[src/rtl/core/assert_macros.svh]
// assertion macros for the rtl files
`ifndef ASSERT_MACROS_SVH
`define ASSERT_MACROS_SVH

// property checked on every rising clock edge, off while reset is asserted
`define ASSERT_CLK(label, clk, rst_n, prop) \
  label: assert property (@(posedge clk) disable iff (!rst_n) (prop)) \
    else $error("assertion failed: label");

// implication whose consequent is checked in the cycle after the antecedent
`define ASSERT_NEXT(label, clk, rst_n, pre, post) \
  label: assert property (@(posedge clk) disable iff (!rst_n) (pre) |=> (post)) \
    else $error("assertion failed: label");

`endif

[src/rtl/core/hed_pkg.sv]
// types, constants and name table of the html entity decoder
package hed_pkg;

  localparam int unsigned MaxEntityLen = 16;
  localparam int unsigned NameMax      = 4;
  localparam int unsigned NumNames     = 5;

  localparam logic [7:0] ChAmp  = 8'h26;
  localparam logic [7:0] ChSemi = 8'h3b;

  localparam logic [7:0] NameText [NumNames][NameMax] = '{
    '{8'h61, 8'h6d, 8'h70, 8'h00},  // amp
    '{8'h6c, 8'h74, 8'h00, 8'h00},  // lt
    '{8'h67, 8'h74, 8'h00, 8'h00},  // gt
    '{8'h71, 8'h75, 8'h6f, 8'h74},  // quot
    '{8'h23, 8'h33, 8'h39, 8'h00}   // #39
  };
  localparam logic [2:0] NameLen [NumNames] = '{3'd3, 3'd2, 3'd2, 3'd4, 3'd3};
  localparam logic [7:0] NameRepl [NumNames] = '{8'h26, 8'h3c, 8'h3e, 8'h22, 8'h27};

  typedef struct packed {
    logic [7:0] in_char;
    logic       end_of_text;
  } in_item_t;

  typedef struct packed {
    logic [7:0] out_char;
    logic       last_of_run;
    logic       truncated;
  } out_item_t;

  // control broadcast to every buffer cell
  typedef struct packed {
    logic       clear;
    logic       shift;
    logic       append;
    logic [7:0] byte_val;
  } cell_ctl_t;

  typedef struct packed {
    logic       hit;
    logic [7:0] repl;
  } match_t;

endpackage

[src/rtl/core/hed_cell.sv]
// one byte cell of the entity name buffer chain
module hed_cell (
  input  logic              clk_i,
  input  logic              rst_ni,
  input  hed_pkg::cell_ctl_t ctl_i,
  input  logic              prev_occ_i,
  input  logic              next_occ_i,
  input  logic [7:0]        next_data_i,
  output logic              occ_o,
  output logic [7:0]        data_o
);
  import hed_pkg::*;

  logic       occ_q, occ_d;
  logic [7:0] data_q, data_d;

  always_comb begin
    occ_d  = occ_q;
    data_d = data_q;
    priority if (ctl_i.clear) begin
      occ_d = 1'b0;
    end else if (ctl_i.shift) begin
      occ_d  = next_occ_i;
      data_d = next_data_i;
    end else if (ctl_i.append && prev_occ_i && !occ_q) begin
      // first free cell of the chain takes the byte
      occ_d  = 1'b1;
      data_d = ctl_i.byte_val;
    end
  end

  always_ff @(posedge clk_i or negedge rst_ni) begin
    if (!rst_ni) begin
      occ_q <= 1'b0;
    end else begin
      occ_q <= occ_d;
    end
  end

  always_ff @(posedge clk_i) begin
    data_q <= data_d;
  end

  assign occ_o  = occ_q;
  assign data_o = data_q;
endmodule

[src/rtl/core/hed_match.sv]
// compares the head cells of the buffer against the fixed entity names
module hed_match (
  input  logic [hed_pkg::NameMax-1:0][7:0] data_i,
  input  logic [hed_pkg::NameMax:0]        occ_i,
  input  logic                             ovf_i,
  output hed_pkg::match_t                  match_o
);
  import hed_pkg::*;

  always_comb begin
    logic ok;
    match_o = '0;
    for (int i = 0; i < NumNames; i++) begin
      ok = occ_i[NameLen[i] - 3'd1] && !occ_i[NameLen[i]];
      for (int j = 0; j < NameMax; j++) begin
        if (j < NameLen[i]) begin
          ok = ok && (data_i[j] == NameText[i][j]);
        end
      end
      if (ok && !match_o.hit) begin
        match_o.hit  = 1'b1;
        match_o.repl = NameRepl[i];
      end
    end
    // an overflowed name never matches
    if (ovf_i) begin
      match_o.hit = 1'b0;
    end
  end
endmodule

[src/rtl/core/html_entity_decoder_core.sv]
// top level of the html entity decoder: control, output register and cell chain
//
//  channel | direction | handshake            | payload
//  in      | input     | in_valid_i/in_stall_o   | in_item_i  (in_char, end_of_text)
//  out     | output    | out_valid_o/out_stall_i | out_item_o (out_char, last_of_run, truncated)
//
// plain bytes, an opening '&' and name bytes are taken in ST_RUN whenever the output register can load
// a matched entity gives one item in the cycle after its ';'
// a missed entity replays len + 2 items, one per cycle while the output is not stalled, input stalled meanwhile
// the replay walks the cell chain: each replay step shifts the chain one byte toward its head
// reset empties the chain at once; no clearing pass
// a stalled output holds its item; input is taken only when the output register frees
module html_entity_decoder_core (
  input  logic               clk_i,
  input  logic               rst_ni,
  input  logic               in_valid_i,
  output logic               in_stall_o,
  input  hed_pkg::in_item_t  in_item_i,
  output logic               out_valid_o,
  input  logic               out_stall_i,
  output hed_pkg::out_item_t out_item_o
);
  import hed_pkg::*;
  `include "assert_macros.svh"

  // sequencer codes
  localparam logic [1:0] ST_RUN  = 2'd0;  // taking input bytes
  localparam logic [1:0] ST_BODY = 2'd1;  // replaying buffered name bytes
  localparam logic [1:0] ST_SEMI = 2'd2;  // replaying the closing ';'

  logic [1:0] state_q, state_d;
  logic       in_entity_q, in_entity_d;
  logic       ovf_q, ovf_d;
  logic       out_valid_q, out_valid_d;
  out_item_t  out_q, out_d;

  cell_ctl_t                    ctl;
  logic [MaxEntityLen-1:0]      occ;
  logic [MaxEntityLen-1:0][7:0] cell_data;
  logic [NameMax:0]             head_occ;
  match_t                       match;

  logic can_load;
  logic in_accept;

  // output register is free, or being emptied this cycle
  assign can_load   = !out_valid_q || !out_stall_i;
  assign in_stall_o = !((state_q == ST_RUN) && can_load);
  assign in_accept  = in_valid_i && !in_stall_o;

  // chain of buffer cells: cell 0 is the oldest byte and the replay head
  for (genvar k = 0; k < MaxEntityLen; k++) begin : g_cell
    logic       prev_occ;
    logic       next_occ;
    logic [7:0] next_data;
    if (k == 0) begin : g_first
      assign prev_occ = 1'b1;
    end else begin : g_mid
      assign prev_occ = occ[k-1];
    end
    if (k == MaxEntityLen - 1) begin : g_last
      assign next_occ  = 1'b0;
      assign next_data = 8'h00;
    end else begin : g_inner
      assign next_occ  = occ[k+1];
      assign next_data = cell_data[k+1];
    end
    hed_cell u_cell (
      .clk_i       (clk_i),
      .rst_ni      (rst_ni),
      .ctl_i       (ctl),
      .prev_occ_i  (prev_occ),
      .next_occ_i  (next_occ),
      .next_data_i (next_data),
      .occ_o       (occ[k]),
      .data_o      (cell_data[k])
    );
  end

  // occupancy of the head cells, one beyond the longest name
  for (genvar k = 0; k <= NameMax; k++) begin : g_head
    if (k < MaxEntityLen) begin : g_real
      assign head_occ[k] = occ[k];
    end else begin : g_none
      assign head_occ[k] = 1'b0;
    end
  end

  hed_match u_match (
    .data_i  (cell_data[NameMax-1:0]),
    .occ_i   (head_occ),
    .ovf_i   (ovf_q),
    .match_o (match)
  );

  always_comb begin
    state_d      = state_q;
    in_entity_d  = in_entity_q;
    ovf_d        = ovf_q;
    out_valid_d  = out_valid_q && out_stall_i;
    out_d        = out_q;
    ctl          = '0;
    ctl.byte_val = in_item_i.in_char;

    unique case (state_q)
      ST_RUN: begin
        if (in_accept) begin
          if (!in_entity_q) begin
            if (in_item_i.in_char == ChAmp) begin
              // open an entity; the chain is already empty here
              in_entity_d = 1'b1;
              ovf_d       = 1'b0;
            end else begin
              out_valid_d       = 1'b1;
              out_d.out_char    = in_item_i.in_char;
              out_d.last_of_run = 1'b1;
              out_d.truncated   = 1'b0;
            end
          end else if (in_item_i.in_char == ChSemi) begin
            in_entity_d = 1'b0;
            out_valid_d = 1'b1;
            if (match.hit) begin
              out_d.out_char    = match.repl;
              out_d.last_of_run = 1'b1;
              out_d.truncated   = 1'b0;
              ctl.clear         = 1'b1;
              ovf_d             = 1'b0;
            end else begin
              // miss: replay '&', then the name, then ';'
              out_d.out_char    = ChAmp;
              out_d.last_of_run = 1'b0;
              out_d.truncated   = ovf_q;
              state_d           = occ[0] ? ST_BODY : ST_SEMI;
            end
          end else begin
            // name byte: append, or mark overflow once the chain is full
            if (occ[MaxEntityLen-1]) begin
              ovf_d = 1'b1;
            end else begin
              ctl.append = 1'b1;
            end
          end
          // entity still open at end of text is dropped
          if (in_item_i.end_of_text && in_entity_d) begin
            in_entity_d = 1'b0;
            ovf_d       = 1'b0;
            ctl.clear   = 1'b1;
          end
        end
      end
      ST_BODY: begin
        if (can_load) begin
          out_valid_d       = 1'b1;
          out_d.out_char    = cell_data[0];
          out_d.last_of_run = 1'b0;
          out_d.truncated   = ovf_q;
          ctl.shift         = 1'b1;
          if (!occ[1]) begin
            state_d = ST_SEMI;
          end
        end
      end
      ST_SEMI: begin
        if (can_load) begin
          out_valid_d       = 1'b1;
          out_d.out_char    = ChSemi;
          out_d.last_of_run = 1'b1;
          out_d.truncated   = ovf_q;
          ovf_d             = 1'b0;
          state_d           = ST_RUN;
        end
      end
      default: begin
        state_d = ST_RUN;
      end
    endcase
  end

  always_ff @(posedge clk_i or negedge rst_ni) begin
    if (!rst_ni) begin
      state_q     <= ST_RUN;
      in_entity_q <= 1'b0;
      ovf_q       <= 1'b0;
      out_valid_q <= 1'b0;
    end else begin
      state_q     <= state_d;
      in_entity_q <= in_entity_d;
      ovf_q       <= ovf_d;
      out_valid_q <= out_valid_d;
    end
  end

  // output payload needs no reset
  always_ff @(posedge clk_i) begin
    out_q <= out_d;
  end

  assign out_valid_o = out_valid_q;
  assign out_item_o  = out_q;

  // occupied cells always form one run from the head of the chain
  `ASSERT_CLK(a_occ_run, clk_i, rst_ni, ((occ >> 1) & ~occ) == '0)
  // input is held off for the whole replay
  `ASSERT_CLK(a_replay_stall, clk_i, rst_ni, (state_q == ST_RUN) || in_stall_o)
  // a replay body step always has a byte at the head cell
  `ASSERT_CLK(a_body_head, clk_i, rst_ni, (state_q != ST_BODY) || occ[0])
  // the closing ';' ends the run of items
  `ASSERT_NEXT(a_semi_last, clk_i, rst_ni, (state_q == ST_SEMI) && can_load,
               out_valid_o && out_item_o.last_of_run && (out_item_o.out_char == ChSemi))
endmodule

[config.mk]
export PLATFORM = sky130hd
export DESIGN_NAME = html_entity_decoder_core
export DESIGN_NICKNAME = d
export VERILOG_FILES = /design/src/rtl/core/hed_pkg.sv /design/src/rtl/core/hed_cell.sv /design/src/rtl/core/hed_match.sv /design/src/rtl/core/html_entity_decoder_core.sv
export VERILOG_INCLUDE_DIRS = /design/src /design/src/rtl/core
export SDC_FILE = /design/constraint.sdc
export NUM_CORES = 1
export LEC_CHECK = 0
export BUFFER_PORTS_ARGS = -buffer_cell sky130_fd_sc_hd__buf_2
export CAP_MARGIN = 10
export CORE_ASPECT_RATIO = 0.6
export CORE_MARGIN = 4
export CORE_UTILIZATION = 30
export DETAILED_ROUTE_END_ITERATION = 8
export PLACE_DENSITY = 0.44
export SYNTH_ARGS = -nofsm -noshare
export SYNTH_HDL_FRONTEND = slang
export SYNTH_SLANG_ARGS = --single-unit
[constraint.sdc]
create_clock -name clk_i -period 2.92 [get_ports clk_i]
set_input_delay 0.584 -clock clk_i [delete_from_list [all_inputs] [get_ports clk_i]]
set_output_delay 0.584 -clock clk_i [all_outputs]
set_load 0.05 [all_outputs]
==> results_dict.tcl, run 1 <==
set metrics [dict create \
    outcome "finished clean" \
    synth_cell_types 63 \
    placed_cells 980 \
    cts.path.max_buffers 2 \
    cts_tree "yes" \
    synthToLayoutAreaGrowth_pct 15.4 \
    power_per_cell_area_nw_per_um2 682 \
    timing.final.crit_share_pct 97.5 \
    yosysWarnings 0 \
    grt_pass1_wl_um 27700 \
    ir_drop_mv 0.401 \
    die_w_um 208 \
    worstMarginPinSlew_ps 1060 \
    ant_nets 0 \
    finalPower_mw 5.64 \
    cts_root_buffer "clkbuf_16" \
    rr_worst_depth 7 \
    power_leakage_nw 3.04 \
    path_class "register to register" \
    insertion_delay_ps 440 \
    grt_max_degree 138 \
    multiInputGateArea_sq_um 2280 \
    synthCells 659 \
    num_antenna_cells 0 \
    cts.clk_slew.worst_paths_ps 70 \
    fp.dieH_um 128 \
    drc_errors 0 \
    async_flop_share_pct 13.2 \
    antenna_found_initial 0 \
    relSlewSlack_pct 29.1 \
    finalHoldViolations 0 \
    core_sq_um 23300 \
    fmax_ghz 0.351 \
    grt_pass1_vias 4849 \
    drv_cap 0 \
    r2r_setup_slack_ps 70 \
    fin_area_sq_um 8270 \
    hold_path.class "primary input to asynchronous set/reset pin" \
    critPathLaunchType "register" \
    cts.sink_count 159 \
    ios 25 \
    drt-total-wl_um 17200 \
    numCtsBuffers 17 \
    start_util_pct 30.8 \
    final_max_slew_viol_count 0 \
    final_cell_mix "nand2_1, edfxtp_1, a21oi_1" \
    crit_required_ps 2980 \
    grt_usage_pct 13.4 \
    synth_edf_count 138 \
    drive_gt1_share_pct 12.2 \
    num_vias 4906 \
    dieArea_sq_um 26500 \
    h-tree-depth 4 \
    grt_overflow_total 0 \
    final_util_pct 35.5 \
    mostFrequentLayoutCell "nand2_1" \
    fin_cells 1012 \
    crit_fanout 32 \
    viasPerCell 4.85 \
    fillers 2324 \
    rsz0062_at_grt "true" \
    num_rows 43 \
    seqCellArea_sq_um 4670 \
    hold_buffers 0 \
    syn_area_sq_um 7160 \
    globalplace.congestion 0.847 \
    critPathCapture "g_cell[13].u_cell.data_o[3]" \
    postCtsResizedCells 0 \
    synth_fp_nets 677 \
    timing.final.crit_period_ps 2850 \
    dpl_cell_area_sq_um 7710 \
    r2r-start "g_cell[0].u_cell.data_o[7]" \
    synthFlopType "edfxtp_1" \
    setup_viol 0 \
    cp.arrival_ps 2910 \
    fin_skew_ps 26.8 \
    drt_first_pass_iters 5 \
    drtIter0Drc 387 \
    crit_path_end_kind "register" \
    avgSynthCellArea_sq_um 10.9 \
    ys_ff_latch 159 \
    hpwl_um 11100 \
    cp-startpoint "g_cell[0].u_cell.data_o[7]" \
    post-cts-setup-buffer-count 0 \
    wire_per_inst_um 17.0 \
    fin_nets 702 \
    port_buffers 24 \
    totalNegativeSetupSlack_ps 0 \
    seq_area_frac_synth_pct 65.2 \
    r2r_end "g_cell[13].u_cell.data_o[3]" \
]
synth_stat cells (2+ instances only):
| cell | number | share of area [%] |
|---|---|---|
| buf_6 | 2 | 0.31 |
| clkbuf_1 | 31 | 1.6 |
| nand4bb_1 | 3 | 0.47 |
| and2_1 | 3 | 0.26 |
| nor2_1 | 21 | 1.1 |
| a21oi_1 | 26 | 1.8 |
| buf_2 | 2 | 0.14 |
| nand4_1 | 4 | 0.35 |
| nor2b_1 | 3 | 0.26 |
| o22ai_1 | 3 | 0.26 |
| edfxtp_1 | 138 | 58 |
| nand3b_1 | 15 | 1.6 |
| dfrtp_1 | 21 | 7.3 |
| nand2b_1 | 3 | 0.26 |
| nand2_1 | 259 | 14 |
| inv_1 | 16 | 0.84 |
| nand3_1 | 7 | 0.49 |
| nor3_1 | 19 | 1.3 |
| nor4b_1 | 2 | 0.24 |
| a211oi_1 | 17 | 1.8 |
| nand4b_1 | 5 | 0.61 |
| o21ai_0 | 6 | 0.42 |
| nor4_1 | 4 | 0.35 |
| a31oi_1 | 2 | 0.17 |
| ha_1 | 5 | 0.87 |
| and3_1 | 2 | 0.17 |
| nor3b_1 | 2 | 0.21 |
| a32o_1 | 3 | 0.42 |
cells by family (layout without fill, tap and decap cells):
logic type / Yosys count / after routing / share of synthesized area (%)
flops: 159 / 159 / 65.2
fa+ha+maj: 5 / 5 / 0.873
compound gates: 75 / 75 / 7.23
buf+inv: 53 / 91 / 3.07
mux: 1 / 1 / 0.140
simple gates: 366 / 366 / 23.5
sequential cells by signal (all words and copies together), names as in the netlist:
signal and cells:
g_cell.u_cell.data_o 128, ovf_q 1, out_item_o 10, out_valid_o 1, in_entity_q 1, g_cell.u_cell.occ_o 16, state_q 2
critical path, stage by stage (launching register included):
cell,delay (ps)
edfxtp_1,430
and4bb_2,290
and4bb_1,230
nand4_1,150
a41o_1,390
o21ai_4,110
buf_12,170
a21oi_1,710
where the power goes:
group	switching, mW	internal, mW	total, mW
sequential	0.0302	2.59	2.62
combinational	0.654	0.201	0.855
clock	0.978	1.19	2.16
metal layers:
metal  wire, um  vias up  GRT usage (%)
met5          0        -              0
met4        174        0           3.69
met3        661       12           3.64
met2       6990       88           18.3
met1       9350     2439           20.7
li1           -     2367              -
worst min-delay path by stage:
stage	to	startpoint	slack, ps	depth (start not counted)
2_1_floorplan	g_cell[0].u_cell.occ_o	rst_ni	290	0
3_3_place_gp	g_cell[8].u_cell.data_o[0]	g_cell[9].u_cell.data_o[0]	500	2
3_5_place_dp	g_cell[5].u_cell.data_o[0]	g_cell[6].u_cell.data_o[0]	500	2
4_1_cts	state_q[0]	rst_ni	130	1
5_1_grt	state_q[0]	rst_ni	130	1
6_report	state_q[0]	rst_ni	110	1
area by class of cell:
| cell class | count | share of cell area (%) |
|---|---|---|
| clock inverter | 14 | 1.60 |
| tap | 315 | 4.77 |
| sequential | 159 | 56.5 |
| timing repair buffer | 43 | 3.63 |
| clock buffer | 18 | 5.19 |
| inverter | 16 | 0.726 |
| multi-input combinational | 447 | 27.6 |
stage by stage:
stage	worst slack [ps]	hold slack (ps)
final	73.3	112
after global routing	-97.6	134
after CTS	76.0	127
after detailed placement	86.2	502
after global placement	123	498
after floorplan	357	288
(Power assumes the default switching activity.)
==> inputs of run 2 (changes only) <==
==> constraint.sdc (replaced) <==
create_clock -name clk_i -period 2.92 [get_ports clk_i]
set_input_delay 0 -clock clk_i [delete_from_list [all_inputs] [get_ports clk_i]]
set_output_delay 0 -clock clk_i [all_outputs]
set_load 0.05 [all_outputs]
==> run 2 against run 1 <==
  * Critical path depth stayed put
  * Flip-flop and latch count unchanged
  * Count of clock-buffer cells in the layout unchanged
  * Final cell count is 0.79% higher
  * Cell area is 1.1% higher
  * Clock skew fell by 16 ps
  * Critical path type unchanged
  * Largest cell class unchanged
==> results_dict.tcl, run 2 (synthesis gave the netlist of run 1 again) <==
set metrics [dict create \
    outcome "finished clean" \
    holdPathStages 4 \
    final_util_pct 35.9 \
    rsz0062_at_grt "true" \
    drt-total-wl_um 17200 \
    grt_pass1_vias 4923 \
    power_leakage_nw 3.10 \
    relSlewSlack_pct 34.9 \
    worstMarginPinSlew_ps 977 \
    num_antenna_cells 0 \
    drc_errors 0 \
    ios 25 \
    drv_cap 0 \
    post-cts-setup-buffer-count 0 \
    path_class "register to register" \
    numCtsBuffers 17 \
    finalHoldViolations 0 \
    r2r_end "g_cell[12].u_cell.data_o[7]" \
    hpwl_um 11500 \
    timing.final.crit_period_ps 2760 \
    core_sq_um 23300 \
    r2r_setup_slack_ps 160 \
    port_buffers 24 \
    insertion_delay_ps 430 \
    num_vias 4933 \
    globalplace.congestion 0.833 \
    wire_per_inst_um 16.9 \
    cts_tree "yes" \
    crit_path_end_kind "register" \
    start_util_pct 30.8 \
    largest_reg_flops 128 \
    ir_drop_mv 0.384 \
    fmax_ghz 0.363 \
    grt_max_degree 83 \
    grt_usage_pct 13.4 \
    power_per_cell_area_nw_per_um2 676 \
    ant_nets 0 \
    cts_root_buffer "clkbuf_16" \
    cts.path.max_buffers 2 \
    min_to "out_valid_o" \
    synthToLayoutAreaGrowth_pct 16.7 \
    drt_first_pass_iters 4 \
    viasPerCell 4.84 \
    mostFrequentLayoutCell "nand2_1" \
    crit_required_ps 2980 \
    fillers 2352 \
    placed_cells 983 \
    fin_cells 1020 \
    hold_path.class "primary input to register" \
    worstHoldStart "out_stall_i" \
    cts.clk_slew.worst_paths_ps 70 \
    drive_gt1_share_pct 12.3 \
    setup_viol 0 \
    final_max_slew_viol_count 0 \
    fin_skew_ps 11.0 \
    grt_overflow_total 0 \
    num_rows 43 \
    fin_nets 710 \
    critPathLaunchType "register" \
    grt_pass1_wl_um 27900 \
    h-tree-depth 4 \
    fp.dieH_um 128 \
    die_w_um 208 \
    antenna_found_initial 0 \
    rr_worst_depth 7 \
    cts.sink_count 159 \
    dieArea_sq_um 26500 \
    cp.arrival_ps 2810 \
    timing.final.crit_share_pct 94.4 \
    holdWs_ps 31.1 \
    final_cell_mix "nand2_1, edfxtp_1, a21oi_1" \
    r2r-start "g_cell[0].u_cell.data_o[5]" \
    postCtsResizedCells 0 \
    crit_fanout 32 \
    drtIter0Drc 349 \
]
run 2: cell types whose count changed in the layout (fill, tap and decap cells not counted), sizes merged:
cell	previous run	this run
bufinv	1	2
dlygate4sd3	0	5
clkinvlp	3	1
buf	43	46
inv	20	19
clkinv	6	8
run 2: worst max-delay path, cell delays in order, from the launching register on:
cell,delay (ps)
edfxtp_1,400
and4bb_2,280
and4bb_1,230
nand4_1,150
a41o_1,370
o21ai_4,100
buf_12,170
a21oi_1,670
run 2: power breakdown:
group / internal (mW) / switching [mW]
Sequential: 2.59 / 0.0278
Combinational: 0.207 / 0.651
Clock: 1.26 / 0.922
run 2: final cells by class:
cell class	count	area, sq um	area share [%]
Multi-Input combinational cell	447	2280	27.3
Inverter	16	60.1	0.718
Tap cell	315	394	4.71
Timing Repair Buffer	51	385	4.61
Clock inverter	14	139	1.66
Clock buffer	18	429	5.13
Sequential cell	159	4670	55.9
run 2: timing repair:
action | in CTS | in global routing
hold endpoints to repair | 26 | 0
setup endpoints to repair | 0 | 16
hold buffers | 5 | 0
run 2: worst max path at each step:
stage,from,end,slack [ps],depth (start not counted)
2_1_floorplan,out_valid_o,g_cell[12].u_cell.data_o[0],360,6
3_3_place_gp,g_cell[0].u_cell.data_o[5],g_cell[2].u_cell.data_o[1],280,7
3_5_place_dp,g_cell[0].u_cell.data_o[5],g_cell[12].u_cell.data_o[7],170,7
4_1_cts,g_cell[0].u_cell.data_o[5],g_cell[12].u_cell.data_o[7],170,7
5_1_grt,g_cell[0].u_cell.data_o[5],g_cell[8].u_cell.data_o[7],-30,7
6_report,g_cell[0].u_cell.data_o[5],g_cell[12].u_cell.data_o[7],160,7
run 2: metrics by stage:
step	instance area (sq um)	setup TNS [ps]	power [mW]	setup WS, ps
3_3_place_gp	7740	0	3.52	280
5_1_grt	8360	-339	5.88	-25.2
4_1_cts	8360	0	5.70	167
3_5_place_dp	7740	0	3.52	172
2_1_floorplan	7160	0	3.26	357
6_report	8360	0	5.65	165
run 2: layer usage:
layer	wire, um	GRT usage [%]	share of wire (%)	vias up
met5	0	0	0	-
met4	198	3.30	1.1	0
met3	765	3.42	4.4	18
met2	7020	19.0	41	85
met1	9240	20.5	54	2443
li1	-	-	-	2387
